<file path="src/hw/rtl/p128_pkg.sv">
// Shared constants, tables, codes and controller/datapath types for the PRESENT-128 core.
package p128_pkg;

  localparam int unsigned ROUNDS    = 31;
  localparam int unsigned NUM_KEYS  = ROUNDS + 1;
  localparam int unsigned KW        = $clog2(NUM_KEYS);
  localparam int unsigned BLOCK_W   = 64;
  localparam int unsigned CFG_IDX_W = 2;

  // Configuration register indexes
  localparam logic [CFG_IDX_W-1:0] REG_KEY_HIGH = 2'd0;
  localparam logic [CFG_IDX_W-1:0] REG_KEY_LOW  = 2'd1;
  localparam logic [CFG_IDX_W-1:0] REG_NONCE    = 2'd2;

  localparam logic [3:0] SBOX_FWD [16] = '{
    4'hC, 4'h5, 4'h6, 4'hB, 4'h9, 4'h0, 4'hA, 4'hD,
    4'h3, 4'hE, 4'hF, 4'h8, 4'h4, 4'h7, 4'h1, 4'h2
  };
  localparam logic [3:0] SBOX_INV [16] = '{
    4'h5, 4'hE, 4'hF, 4'h8, 4'hC, 4'h1, 4'h2, 4'hD,
    4'hB, 4'h4, 4'h6, 4'h3, 4'h0, 4'h7, 4'h9, 4'hA
  };

  typedef enum logic [1:0] {
    ACT_ENCRYPT = 2'd0,
    ACT_DECRYPT = 2'd1,
    ACT_CTR     = 2'd2
  } p128_action_e;

  typedef enum logic [2:0] {
    ST_KEY_LOAD,
    ST_KEY_EXPAND,
    ST_IDLE,
    ST_RUN,
    ST_FINISH
  } p128_state_e;

  typedef enum logic [2:0] {
    OP_IDLE,
    OP_KEY_LOAD,
    OP_KEY_STEP,
    OP_LOAD,
    OP_ENC_ROUND,
    OP_DEC_ROUND,
    OP_ADD_KEY
  } p128_op_e;

  typedef struct packed {
    p128_op_e        op;
    logic [KW-1:0]   key_idx;
    logic [KW-1:0]   rd_addr;
    logic            out_load;
  } p128_cmd_t;

  typedef struct packed {
    logic key_wr;
    logic item_dec;
  } p128_status_t;

endpackage

</file>
<file path="src/hw/rtl/p128_ctrl.sv">
// Sequencer for key expansion, round iteration and result handoff.
module p128_ctrl (
  input  logic                   clk_i,
  input  logic                   rst_ni,
  input  logic                   in_valid_i,
  input  logic [1:0]             action_i,
  input  logic                   out_stall_i,
  input  p128_pkg::p128_status_t status_i,
  output logic                   in_stall_o,
  output logic                   out_valid_o,
  output p128_pkg::p128_cmd_t    cmd_o
);

  p128_pkg::p128_state_e       state_q, state_d;
  logic [p128_pkg::KW-1:0]     step_q, step_d;
  logic                        out_valid_q, out_valid_d;
  logic                        out_free;
  logic                        take_ok;
  logic                        accept;
  logic                        last_step;

  assign out_free  = !out_valid_q || !out_stall_i;
  assign take_ok   = !status_i.key_wr &&
                     ((state_q == p128_pkg::ST_IDLE) ||
                      ((state_q == p128_pkg::ST_FINISH) && out_free));
  assign accept    = in_valid_i && take_ok;
  assign last_step = (step_q == p128_pkg::KW'(p128_pkg::ROUNDS));

  // Next state
  always_comb begin
    state_d = state_q;
    step_d  = step_q;
    if (status_i.key_wr) begin
      state_d = p128_pkg::ST_KEY_LOAD;
      step_d  = '0;
    end else begin
      unique case (state_q)
        p128_pkg::ST_KEY_LOAD: begin
          state_d = p128_pkg::ST_KEY_EXPAND;
          step_d  = '0;
        end
        p128_pkg::ST_KEY_EXPAND: begin
          if (last_step) begin
            state_d = p128_pkg::ST_IDLE;
          end else begin
            step_d = step_q + 1'b1;
          end
        end
        p128_pkg::ST_IDLE: begin
          if (accept) begin
            state_d = p128_pkg::ST_RUN;
            step_d  = '0;
          end
        end
        p128_pkg::ST_RUN: begin
          if (last_step) begin
            state_d = p128_pkg::ST_FINISH;
          end else begin
            step_d = step_q + 1'b1;
          end
        end
        p128_pkg::ST_FINISH: begin
          if (accept) begin
            state_d = p128_pkg::ST_RUN;
            step_d  = '0;
          end else if (out_free) begin
            state_d = p128_pkg::ST_IDLE;
          end
        end
        default: begin
          state_d = p128_pkg::ST_KEY_LOAD;
        end
      endcase
    end
  end

  // Outputs
  always_comb begin
    cmd_o          = '0;
    cmd_o.op       = p128_pkg::OP_IDLE;
    cmd_o.key_idx  = step_q;
    cmd_o.rd_addr  = '0;
    cmd_o.out_load = (state_q == p128_pkg::ST_FINISH) && out_free;
    unique case (state_q)
      p128_pkg::ST_KEY_LOAD:   cmd_o.op = p128_pkg::OP_KEY_LOAD;
      p128_pkg::ST_KEY_EXPAND: cmd_o.op = p128_pkg::OP_KEY_STEP;
      p128_pkg::ST_RUN: begin
        if (status_i.item_dec) begin
          cmd_o.op      = (step_q == '0) ? p128_pkg::OP_ADD_KEY : p128_pkg::OP_DEC_ROUND;
          cmd_o.rd_addr = p128_pkg::KW'(p128_pkg::ROUNDS - 1) - step_q;
        end else begin
          cmd_o.op      = last_step ? p128_pkg::OP_ADD_KEY : p128_pkg::OP_ENC_ROUND;
          cmd_o.rd_addr = step_q + 1'b1;
        end
      end
      default: begin
        if (accept) begin
          cmd_o.op = p128_pkg::OP_LOAD;
        end
        // fetch the first round key for the item being taken
        cmd_o.rd_addr = (action_i == p128_pkg::ACT_DECRYPT) ?
                        p128_pkg::KW'(p128_pkg::ROUNDS) : '0;
      end
    endcase
  end

  always_comb begin
    out_valid_d = out_valid_q;
    if (cmd_o.out_load) begin
      out_valid_d = 1'b1;
    end else if (!out_stall_i) begin
      out_valid_d = 1'b0;
    end
  end

  always_ff @(posedge clk_i or negedge rst_ni) begin
    if (!rst_ni) begin
      state_q     <= p128_pkg::ST_KEY_LOAD;
      step_q      <= '0;
      out_valid_q <= 1'b0;
    end else begin
      state_q     <= state_d;
      step_q      <= step_d;
      out_valid_q <= out_valid_d;
    end
  end

  assign in_stall_o  = !take_ok;
  assign out_valid_o = out_valid_q;

endmodule

</file>
<file path="src/hw/rtl/p128_datapath.sv">
// Key registers, round key memory, key schedule, round logic, counter and output register.
module p128_datapath (
  input  logic                              clk_i,
  input  logic                              rst_ni,
  input  p128_pkg::p128_cmd_t               cmd_i,
  input  logic                              cfg_valid_i,
  input  logic [p128_pkg::CFG_IDX_W-1:0]    cfg_index_i,
  input  logic [p128_pkg::BLOCK_W-1:0]      cfg_data_i,
  input  logic [1:0]                        action_i,
  input  logic [p128_pkg::BLOCK_W-1:0]      data_in_i,
  input  logic                              message_start_i,
  input  logic [3:0]                        valid_bytes_i,
  output p128_pkg::p128_status_t            status_o,
  output logic [p128_pkg::BLOCK_W-1:0]      data_out_o
);

  function automatic logic [63:0] sub_fwd(input logic [63:0] s);
    logic [63:0] r;
    for (int i = 0; i < 16; i++) begin
      r[4*i +: 4] = p128_pkg::SBOX_FWD[s[4*i +: 4]];
    end
    return r;
  endfunction

  function automatic logic [63:0] sub_inv(input logic [63:0] s);
    logic [63:0] r;
    for (int i = 0; i < 16; i++) begin
      r[4*i +: 4] = p128_pkg::SBOX_INV[s[4*i +: 4]];
    end
    return r;
  endfunction

  // bit i moves to 16*i mod 63 (bit 63 stays put), which is {i[1:0], i[5:2]}
  function automatic logic [63:0] perm_fwd(input logic [63:0] s);
    logic [63:0] r;
    logic [5:0]  idx;
    for (int i = 0; i < 64; i++) begin
      idx = 6'(i);
      r[{idx[1:0], idx[5:2]}] = s[i];
    end
    return r;
  endfunction

  function automatic logic [63:0] perm_inv(input logic [63:0] s);
    logic [63:0] r;
    logic [5:0]  idx;
    for (int i = 0; i < 64; i++) begin
      idx = 6'(i);
      r[i] = s[{idx[1:0], idx[5:2]}];
    end
    return r;
  endfunction

  logic [63:0] key_high_q, key_low_q, nonce_q, ctr_q;
  logic [63:0] kh_q, kl_q, kh_d, kl_d;
  logic [63:0] rkey_mem [p128_pkg::NUM_KEYS];
  logic [63:0] rk_q;
  logic [63:0] s_q, s_d;
  logic [63:0] data_q;
  logic [63:0] data_out_q;
  logic [63:0] ctr_base;
  logic [63:0] mask;
  logic [63:0] result;
  logic [63:0] rot_h, rot_l;
  logic [4:0]  rcon;
  logic [4:0]  mix;
  logic [3:0]  nbytes_q;
  p128_pkg::p128_action_e action_q;

  // Configuration registers
  always_ff @(posedge clk_i or negedge rst_ni) begin
    if (!rst_ni) begin
      key_high_q <= '0;
      key_low_q  <= '0;
      nonce_q    <= '0;
    end else if (cfg_valid_i) begin
      unique case (cfg_index_i)
        p128_pkg::REG_KEY_HIGH: key_high_q <= cfg_data_i;
        p128_pkg::REG_KEY_LOW:  key_low_q  <= cfg_data_i;
        p128_pkg::REG_NONCE:    nonce_q    <= cfg_data_i;
        default: ;
      endcase
    end
  end

  assign status_o.key_wr   = cfg_valid_i &&
                             ((cfg_index_i == p128_pkg::REG_KEY_HIGH) ||
                              (cfg_index_i == p128_pkg::REG_KEY_LOW));
  assign status_o.item_dec = (action_q == p128_pkg::ACT_DECRYPT);

  // Key schedule: rotate the 128-bit register left by 61, S-box the top two
  // nibbles, fold the round counter into bits 66..62.
  always_comb begin
    rot_h = {kh_q[2:0], kl_q[63:3]};
    rot_l = {kl_q[2:0], kh_q[63:3]};
    rcon  = 5'(cmd_i.key_idx) + 5'd1;
    kh_d  = rot_h;
    kl_d  = rot_l;
    kh_d[63:60] = p128_pkg::SBOX_FWD[rot_h[63:60]];
    kh_d[59:56] = p128_pkg::SBOX_FWD[rot_h[59:56]];
    mix = {kh_d[2:0], rot_l[63:62]} ^ rcon;
    kh_d[2:0]   = mix[4:2];
    kl_d[63:62] = mix[1:0];
    unique case (cmd_i.op)
      p128_pkg::OP_KEY_LOAD: begin
        kh_d = key_high_q;
        kl_d = key_low_q;
      end
      p128_pkg::OP_KEY_STEP: ;
      default: begin
        kh_d = kh_q;
        kl_d = kl_q;
      end
    endcase
  end

  always_ff @(posedge clk_i) begin
    kh_q <= kh_d;
    kl_q <= kl_d;
  end

  // Round key memory: one write port for expansion, one registered read port
  always_ff @(posedge clk_i) begin
    if (cmd_i.op == p128_pkg::OP_KEY_STEP) begin
      rkey_mem[cmd_i.key_idx] <= kh_q;
    end
    rk_q <= rkey_mem[cmd_i.rd_addr];
  end

  assign ctr_base = message_start_i ? '0 : ctr_q;

  // Block counter
  always_ff @(posedge clk_i or negedge rst_ni) begin
    if (!rst_ni) begin
      ctr_q <= '0;
    end else if ((cmd_i.op == p128_pkg::OP_LOAD) && (action_i == p128_pkg::ACT_CTR)) begin
      ctr_q <= ctr_base + 64'd1;
    end
  end

  // Round datapath
  always_comb begin
    s_d = s_q;
    unique case (cmd_i.op)
      p128_pkg::OP_LOAD: begin
        s_d = (action_i == p128_pkg::ACT_CTR) ? (nonce_q + ctr_base) : data_in_i;
      end
      p128_pkg::OP_ENC_ROUND: s_d = perm_fwd(sub_fwd(s_q ^ rk_q));
      p128_pkg::OP_DEC_ROUND: s_d = sub_inv(perm_inv(s_q)) ^ rk_q;
      p128_pkg::OP_ADD_KEY:   s_d = s_q ^ rk_q;
      default: ;
    endcase
  end

  always_ff @(posedge clk_i) begin
    s_q <= s_d;
    if (cmd_i.op == p128_pkg::OP_LOAD) begin
      data_q   <= data_in_i;
      action_q <= p128_pkg::p128_action_e'(action_i);
      nbytes_q <= valid_bytes_i;
    end
  end

  // Byte mask for CTR: counts above eight cover the whole block
  always_comb begin
    for (int j = 0; j < 8; j++) begin
      mask[8*j +: 8] = {8{nbytes_q > 4'(j)}};
    end
  end

  always_comb begin
    unique case (action_q)
      p128_pkg::ACT_ENCRYPT,
      p128_pkg::ACT_DECRYPT: result = s_q;
      p128_pkg::ACT_CTR:     result = data_q ^ (s_q & mask);
      default:               result = data_q;
    endcase
  end

  always_ff @(posedge clk_i) begin
    if (cmd_i.out_load) begin
      data_out_q <= result;
    end
  end

  assign data_out_o = data_out_q;

endmodule

</file>
<file path="src/hw/rtl/present128_cipher_ctr.sv">
// PRESENT-128 block cipher with encrypt, decrypt and CTR operations: top level.
//
// Input channel: in_valid_i / in_stall_o with action_i, data_in_i, message_start_i and
// valid_bytes_i; a transfer takes place when valid is high and stall is low. Output
// channel: out_valid_o / out_stall_i with data_out_o. Config channel: cfg_valid_i /
// cfg_ready_o with cfg_index_i (0 key high, 1 key low, 2 nonce) and cfg_data_i.
// One item is in the round loop at a time. After the input transfer the round unit
// runs 31 rounds plus the final key add, one round key read per cycle from the round
// key memory, then the handoff state loads the output register; no new item is taken
// before the result of the last one is loaded.
// The output register decouples the sides: the next item is taken in the cycle the
// result is loaded, and while the receiver stalls the finished result waits in the
// handoff state and the input stays stalled.
// After reset, and after each key register write, the key schedule runs (one load plus
// one round key per cycle) with the input stalled. The block counter resets to zero,
// restarts from zero at a message start and advances on each CTR item.
module present128_cipher_ctr (
  input  logic                              clk_i,
  input  logic                              rst_ni,
  input  logic                              in_valid_i,
  output logic                              in_stall_o,
  input  logic [1:0]                        action_i,
  input  logic [p128_pkg::BLOCK_W-1:0]      data_in_i,
  input  logic                              message_start_i,
  input  logic [3:0]                        valid_bytes_i,
  output logic                              out_valid_o,
  input  logic                              out_stall_i,
  output logic [p128_pkg::BLOCK_W-1:0]      data_out_o,
  input  logic                              cfg_valid_i,
  output logic                              cfg_ready_o,
  input  logic [p128_pkg::CFG_IDX_W-1:0]    cfg_index_i,
  input  logic [p128_pkg::BLOCK_W-1:0]      cfg_data_i
);

  p128_pkg::p128_cmd_t    cmd;
  p128_pkg::p128_status_t status;

  assign cfg_ready_o = 1'b1;

  p128_ctrl u_ctrl (
    .clk_i       (clk_i),
    .rst_ni      (rst_ni),
    .in_valid_i  (in_valid_i),
    .action_i    (action_i),
    .out_stall_i (out_stall_i),
    .status_i    (status),
    .in_stall_o  (in_stall_o),
    .out_valid_o (out_valid_o),
    .cmd_o       (cmd)
  );

  p128_datapath u_datapath (
    .clk_i           (clk_i),
    .rst_ni          (rst_ni),
    .cmd_i           (cmd),
    .cfg_valid_i     (cfg_valid_i),
    .cfg_index_i     (cfg_index_i),
    .cfg_data_i      (cfg_data_i),
    .action_i        (action_i),
    .data_in_i       (data_in_i),
    .message_start_i (message_start_i),
    .valid_bytes_i   (valid_bytes_i),
    .status_o        (status),
    .data_out_o      (data_out_o)
  );

  // An accepted item starts the round loop in the next cycle
  a_accept_starts_run: assert property (@(posedge clk_i) disable iff (!rst_ni)
    (in_valid_i && !in_stall_o) |=>
      (cmd.op == p128_pkg::OP_ENC_ROUND || cmd.op == p128_pkg::OP_ADD_KEY))
    else $error("accepted item did not enter the round loop");

  // No item is taken while round keys are being expanded
  a_no_accept_in_expand: assert property (@(posedge clk_i) disable iff (!rst_ni)
    (cmd.op == p128_pkg::OP_KEY_LOAD || cmd.op == p128_pkg::OP_KEY_STEP) |-> in_stall_o)
    else $error("input taken during key expansion");

  // A result load never overwrites a result still held by the receiver
  a_no_overwrite: assert property (@(posedge clk_i) disable iff (!rst_ni)
    cmd.out_load |-> (!out_valid_o || !out_stall_i))
    else $error("output register overwritten while stalled");

  // A new result appears only after a load from the round unit
  a_result_from_load: assert property (@(posedge clk_i) disable iff (!rst_ni)
    $rose(out_valid_o) |-> $past(cmd.out_load))
    else $error("output valid without a result load");

endmodule

</file>
<file path="config.mk">
export PLATFORM = sky130hd
export DESIGN_NAME = present128_cipher_ctr
export DESIGN_NICKNAME = d
export VERILOG_FILES = /design/src/hw/rtl/p128_pkg.sv /design/src/hw/rtl/p128_ctrl.sv /design/src/hw/rtl/p128_datapath.sv /design/src/hw/rtl/present128_cipher_ctr.sv
export SDC_FILE = /design/constraint.sdc
export NUM_CORES = 2
export LEC_CHECK = 0
export ABC_AREA = 1
export BUFFER_PORTS_ARGS = -buffer_cell sky130_fd_sc_hd__buf_2
export CAP_MARGIN = 25
export CORE_MARGIN = 2
export CORE_UTILIZATION = 55
export CTS_CLUSTER_SIZE = 30
export DETAILED_ROUTE_END_ITERATION = 7
export GPL_TIMING_DRIVEN = 0
export MAX_ROUTING_LAYER = met4
export PLACE_DENSITY_LB_ADDON = 0.15
export SYNTH_ARGS = -nofsm -noshare
export SYNTH_HDL_FRONTEND = slang
export SYNTH_SLANG_ARGS = --single-unit
</file>
<file path="constraint.sdc">
create_clock -name clk_i -period 8.39 [get_ports clk_i]
set_clock_uncertainty 0.2 [all_clocks]
set_input_delay 2.0975 -clock clk_i [delete_from_list [all_inputs] [get_ports clk_i]]
set_output_delay 2.0975 -clock clk_i [all_outputs]
set_load 0.02 [all_outputs]
</file>
==> out/qor.txt <==
die area -> 226000 um^2
sw frac -> 0.463
row count -> 173
Fin Setup TNS -> 0 ns
Cell Pwr Density -> 422 nW/um^2
Least-Margin Pin Slew -> 1.24 ns
Num CTS Buffers -> 300
Hold Vio Cnt, Final -> 0
crit path kind -> input pin to output pin
Horiz. Die Dim -> 476 um
1st-pass router iterations -> 8
Post-CTS Setup Bufs -> 0
crit path max-delay cell type -> nor2_1
Hold WC Path Type -> flop to flop
most used flip-flop cell after synthesis -> edfxtp_1
RSZ-0062 raised after global routing -> no
Post-Syn Nets -> 12394
clk slew on worst S/H paths -> 0.06 ns
Worst EP required -> 6.09 ns
slowest stage delay, CP -> 0.73 ns
WL/cell -> 28.2 um
hold path start -> u_datapath.kl_q[29]$_DFFE_PP_
most frequent cell after synthesis -> nand2_1
die height -> 476 um
fmax -> 0.169 GHz
root buffer cell -> clkbuf_16
Worst EP arrival -> 3.62 ns
reg2reg path depth -> 12
antenna viol nets, final -> 0
leading area contributor after synthesis -> edfxtp_1
initial antenna violation count -> 53
ys async rst share -> 0.0980
Synth top cells by count -> 3898 x nand2_1, 2374 x edfxtp_1, 2123 x nand3_1, 703 x inv_1, 555 x o21ai_0
Post-Synth Simple-Gate Area -> 0.228
Final HPWL DP -> 331000 um
Slew Viols, Final -> 0
Slew headroom -> 0.174
synthesized area -> 122000 um^2
Leak Pwr -> 55.2 nW
fin crit share -> 0.705
yosys warns -> 0
DR DRC count -> 3
Clock power frac -> 0.213
Clock Path Buffers -> 4
Logic pwr share -> 0.459
first-pass GRT wire length -> 628000 um
Vias -> 97260
largest net degree at the start of global routing -> 127
P_int -> 31.7 mW
mux contribution to synthesized area -> 0.0000919
failing checks -> design-rule violations
Buf/Inv on CP -> 4
fin crit period -> 5.92 ns
share of cells above drive strength 1 -> 0.0845
Netlist cell types -> 55
Compound-Gate Fraction of Synth Area -> 0.0435
# IOs -> 209
share of power burned in registers -> 0.328
worst r2r src -> u_datapath.action_q[1]$_DFFE_PN_
crit path max fanout -> 5
drt total wl -> 450000 um
status -> finished with violations
synth top area cells -> edfxtp_1 58%, nand2_1 12%, nand3_1 8.7%, dfrtp_1 5.4%, o21ai_0 2.3%
P_sw -> 27.4 mW
later-pin clock latency in the skew report -> 0.99 ns
Setup violations, final -> 0
vias in the first global route -> 88809
CP delay by family, top -> simple AND/OR/NAND/NOR gates
PortBufs -> 207
Seq cells post-synth -> 2703
sequential element share of the synthesized area -> 0.647
area grow syn2layout -> 14.5%
Vias/cell -> 6.10
cts hold-fix bufs -> 0
post_cts resized -> 0
NumNets Final -> 13053
clock sink total -> 2703
Synth top area share -> 0.582
Inst Count DP -> 15372
Adder-Cell Fraction of Synth Area -> 0.0214
CTS tree -> yes
syn_area_per_cell -> 10.2 um^2
post-synthesis xor/xnor area fraction -> 0.0158
drt first-iter violations -> 15610
CP cell instances -> buf_2 > inv_1 > nor2_1 > nor2_1 > inv_1 > buf_2
Worst Hold Path EP -> u_datapath.kh_q[26]$_DFFE_PP_
Post-synth EDFFs -> 2374
startpoint types -> input pin
initial core utilization -> 0.552
gpl congestion -> 1.03
largest family of logic cells by synthesized area -> simple AND/OR/NAND/NOR gates
htree depth -> 5
Max Cap Viol -> 0
Non-Filler Instances -> 15946
total congestion overflow -> 0
kind of end point of the critical path -> output pin
Core Box Area -> 222000 um^2
Synth Instances -> 12043
hold path depth -> 2
Max VDD drop -> 0.000343 V
Worst R2R End -> u_datapath.rk_q[28]$_DFF_P_
GR Util All Layers -> 0.404
flop-to-flop setup slack -> 3.10 ns
==> state kept, by name, summed over array words and instances (netlist names), 5 cells and up <==
| register | count |
|---|---|
| u_datapath.nonce_q | 64 |
| u_datapath.rkey_mem | 2048 |
| u_datapath.key_low_q | 64 |
| u_datapath.data_out_o | 64 |
| u_datapath.data_q | 64 |
| u_datapath.s_q | 64 |
| u_ctrl.step_q | 5 |
| u_datapath.kl_q | 64 |
| u_datapath.ctr_q | 64 |
| u_datapath.key_high_q | 64 |
| u_datapath.rk_q | 64 |
| u_datapath.kh_q | 64 |
==> through the flow <==
| step | setup slack (ns) | power (mW) | util | hold WS (ns) | cell area, um^2 |
|---|---|---|---|---|---|
| floorplan | 0.904 | 32.7 | - | 0.253 | 122000 |
| global placement | -3.66 | 44.3 | 0.573 | 0.269 | 127000 |
| detailed placement | 2.32 | 45.6 | 0.590 | 0.273 | 131000 |
| CTS | 2.53 | 58.1 | 0.631 | 0.269 | 140000 |
| global route | 2.53 | 61.0 | 0.632 | 0.294 | 140000 |
| finish | 2.47 | 59.1 | 0.632 | 0.263 | 140000 |
==> worst register-to-register path: cells and delay by family, from the launching register on <==
kind	cells	cell delay, ns
and+or+nand+nor	6	1.65
DFF	1	0.47
xor gates and xnor gates	1	0.17
buffers and inverters	4	1.90
AOI/OAI and AO/OA	1	0.56
==> layout make-up <==
cell class                 count  area, um^2
clock inverter               141        1200
antenna                       55         138
fill                       17658       81700
inverter                     724        2720
multi-input combinational   7995       38100
timing repair buffer         357        4430
sequential                  2703       79200
tap                         2975        3720
clock buffer                 375        7950
buffer                       621        2720
==> power groups by stage <==
stage	Clock, mW	Combinational (mW)	Sequential (mW)
after floorplan	0	13.4	19.3
after global placement	0	23.3	21.0
after detailed placement	0	26.0	19.6
after CTS	12.6	26.1	19.3
after global routing	13.1	28.4	19.4
final	12.6	27.1	19.4
==> layout by cell type (no fill, tap or decap), types with 36 or more instances in the layout <==
cell and count:
nand2_1 3897, nor2_1 378, o211ai_1 44, nand3_1 2123
clkbuf_1 385, buf_16 62, buf_1 57, ha_1 209
buf_2 419, edfxtp_1 2374, clkbuf_16 302, buf_12 74
nor3_1 81, inv_1 702, dfrtp_1 265, o311ai_0 56
clkinv_2 50, xnor2_1 120, dfxtp_1 64, o21ai_0 555
clkinv_1 59, o22ai_1 59, diode_2 55, nor2_4 36
xor2_1 101, a21oi_1 133
==> layer usage <==
layer / share of wire / GRT usage / wire, um / vias to the layer above
li1: - / - / - / 42724
met1: 0.39 / 0.561 / 177000 / 46949
met2: 0.42 / 0.561 / 191000 / 6593
met3: 0.13 / 0.0987 / 58900 / 994
met4: 0.052 / 0.187 / 23500 / 0
met5: 0 / - / 0 / -
==> how the worst max path moves through the flow <==
stage / from / to / slack (ns) / cells past startpoint
after CTS: cfg_valid_i / in_stall_o / 2.53 / 6
after detailed placement: message_start_i / u_datapath.s_q[53]$_DFFE_PP_ / 2.32 / 16
after floorplan: u_ctrl.state_q[2]$_DFFE_PN0P_ / u_datapath.rk_q[52]$_DFF_P_ / 0.90 / 13
final: cfg_valid_i / in_stall_o / 2.47 / 6
after global routing: cfg_valid_i / in_stall_o / 2.53 / 6
after global placement: u_ctrl.state_q[2]$_DFFE_PN0P_ / u_datapath.rk_q[29]$_DFF_P_ / -3.66 / 10
==> cell families (layout without fill, tap and decap cells) <==
group / count (synthesis) / count (layout)
muxes: 1 / 1
other: 1 / 56
and+or+nand+nor: 6622 / 6622
adders and majority gates: 209 / 209
xor gates and xnor gates: 221 / 221
buffers and inverters: 1345 / 2218
AOI/OAI and AO/OA: 941 / 941
DFF: 2703 / 2703
No activity file was read; power rests on OpenSTA's default activity.
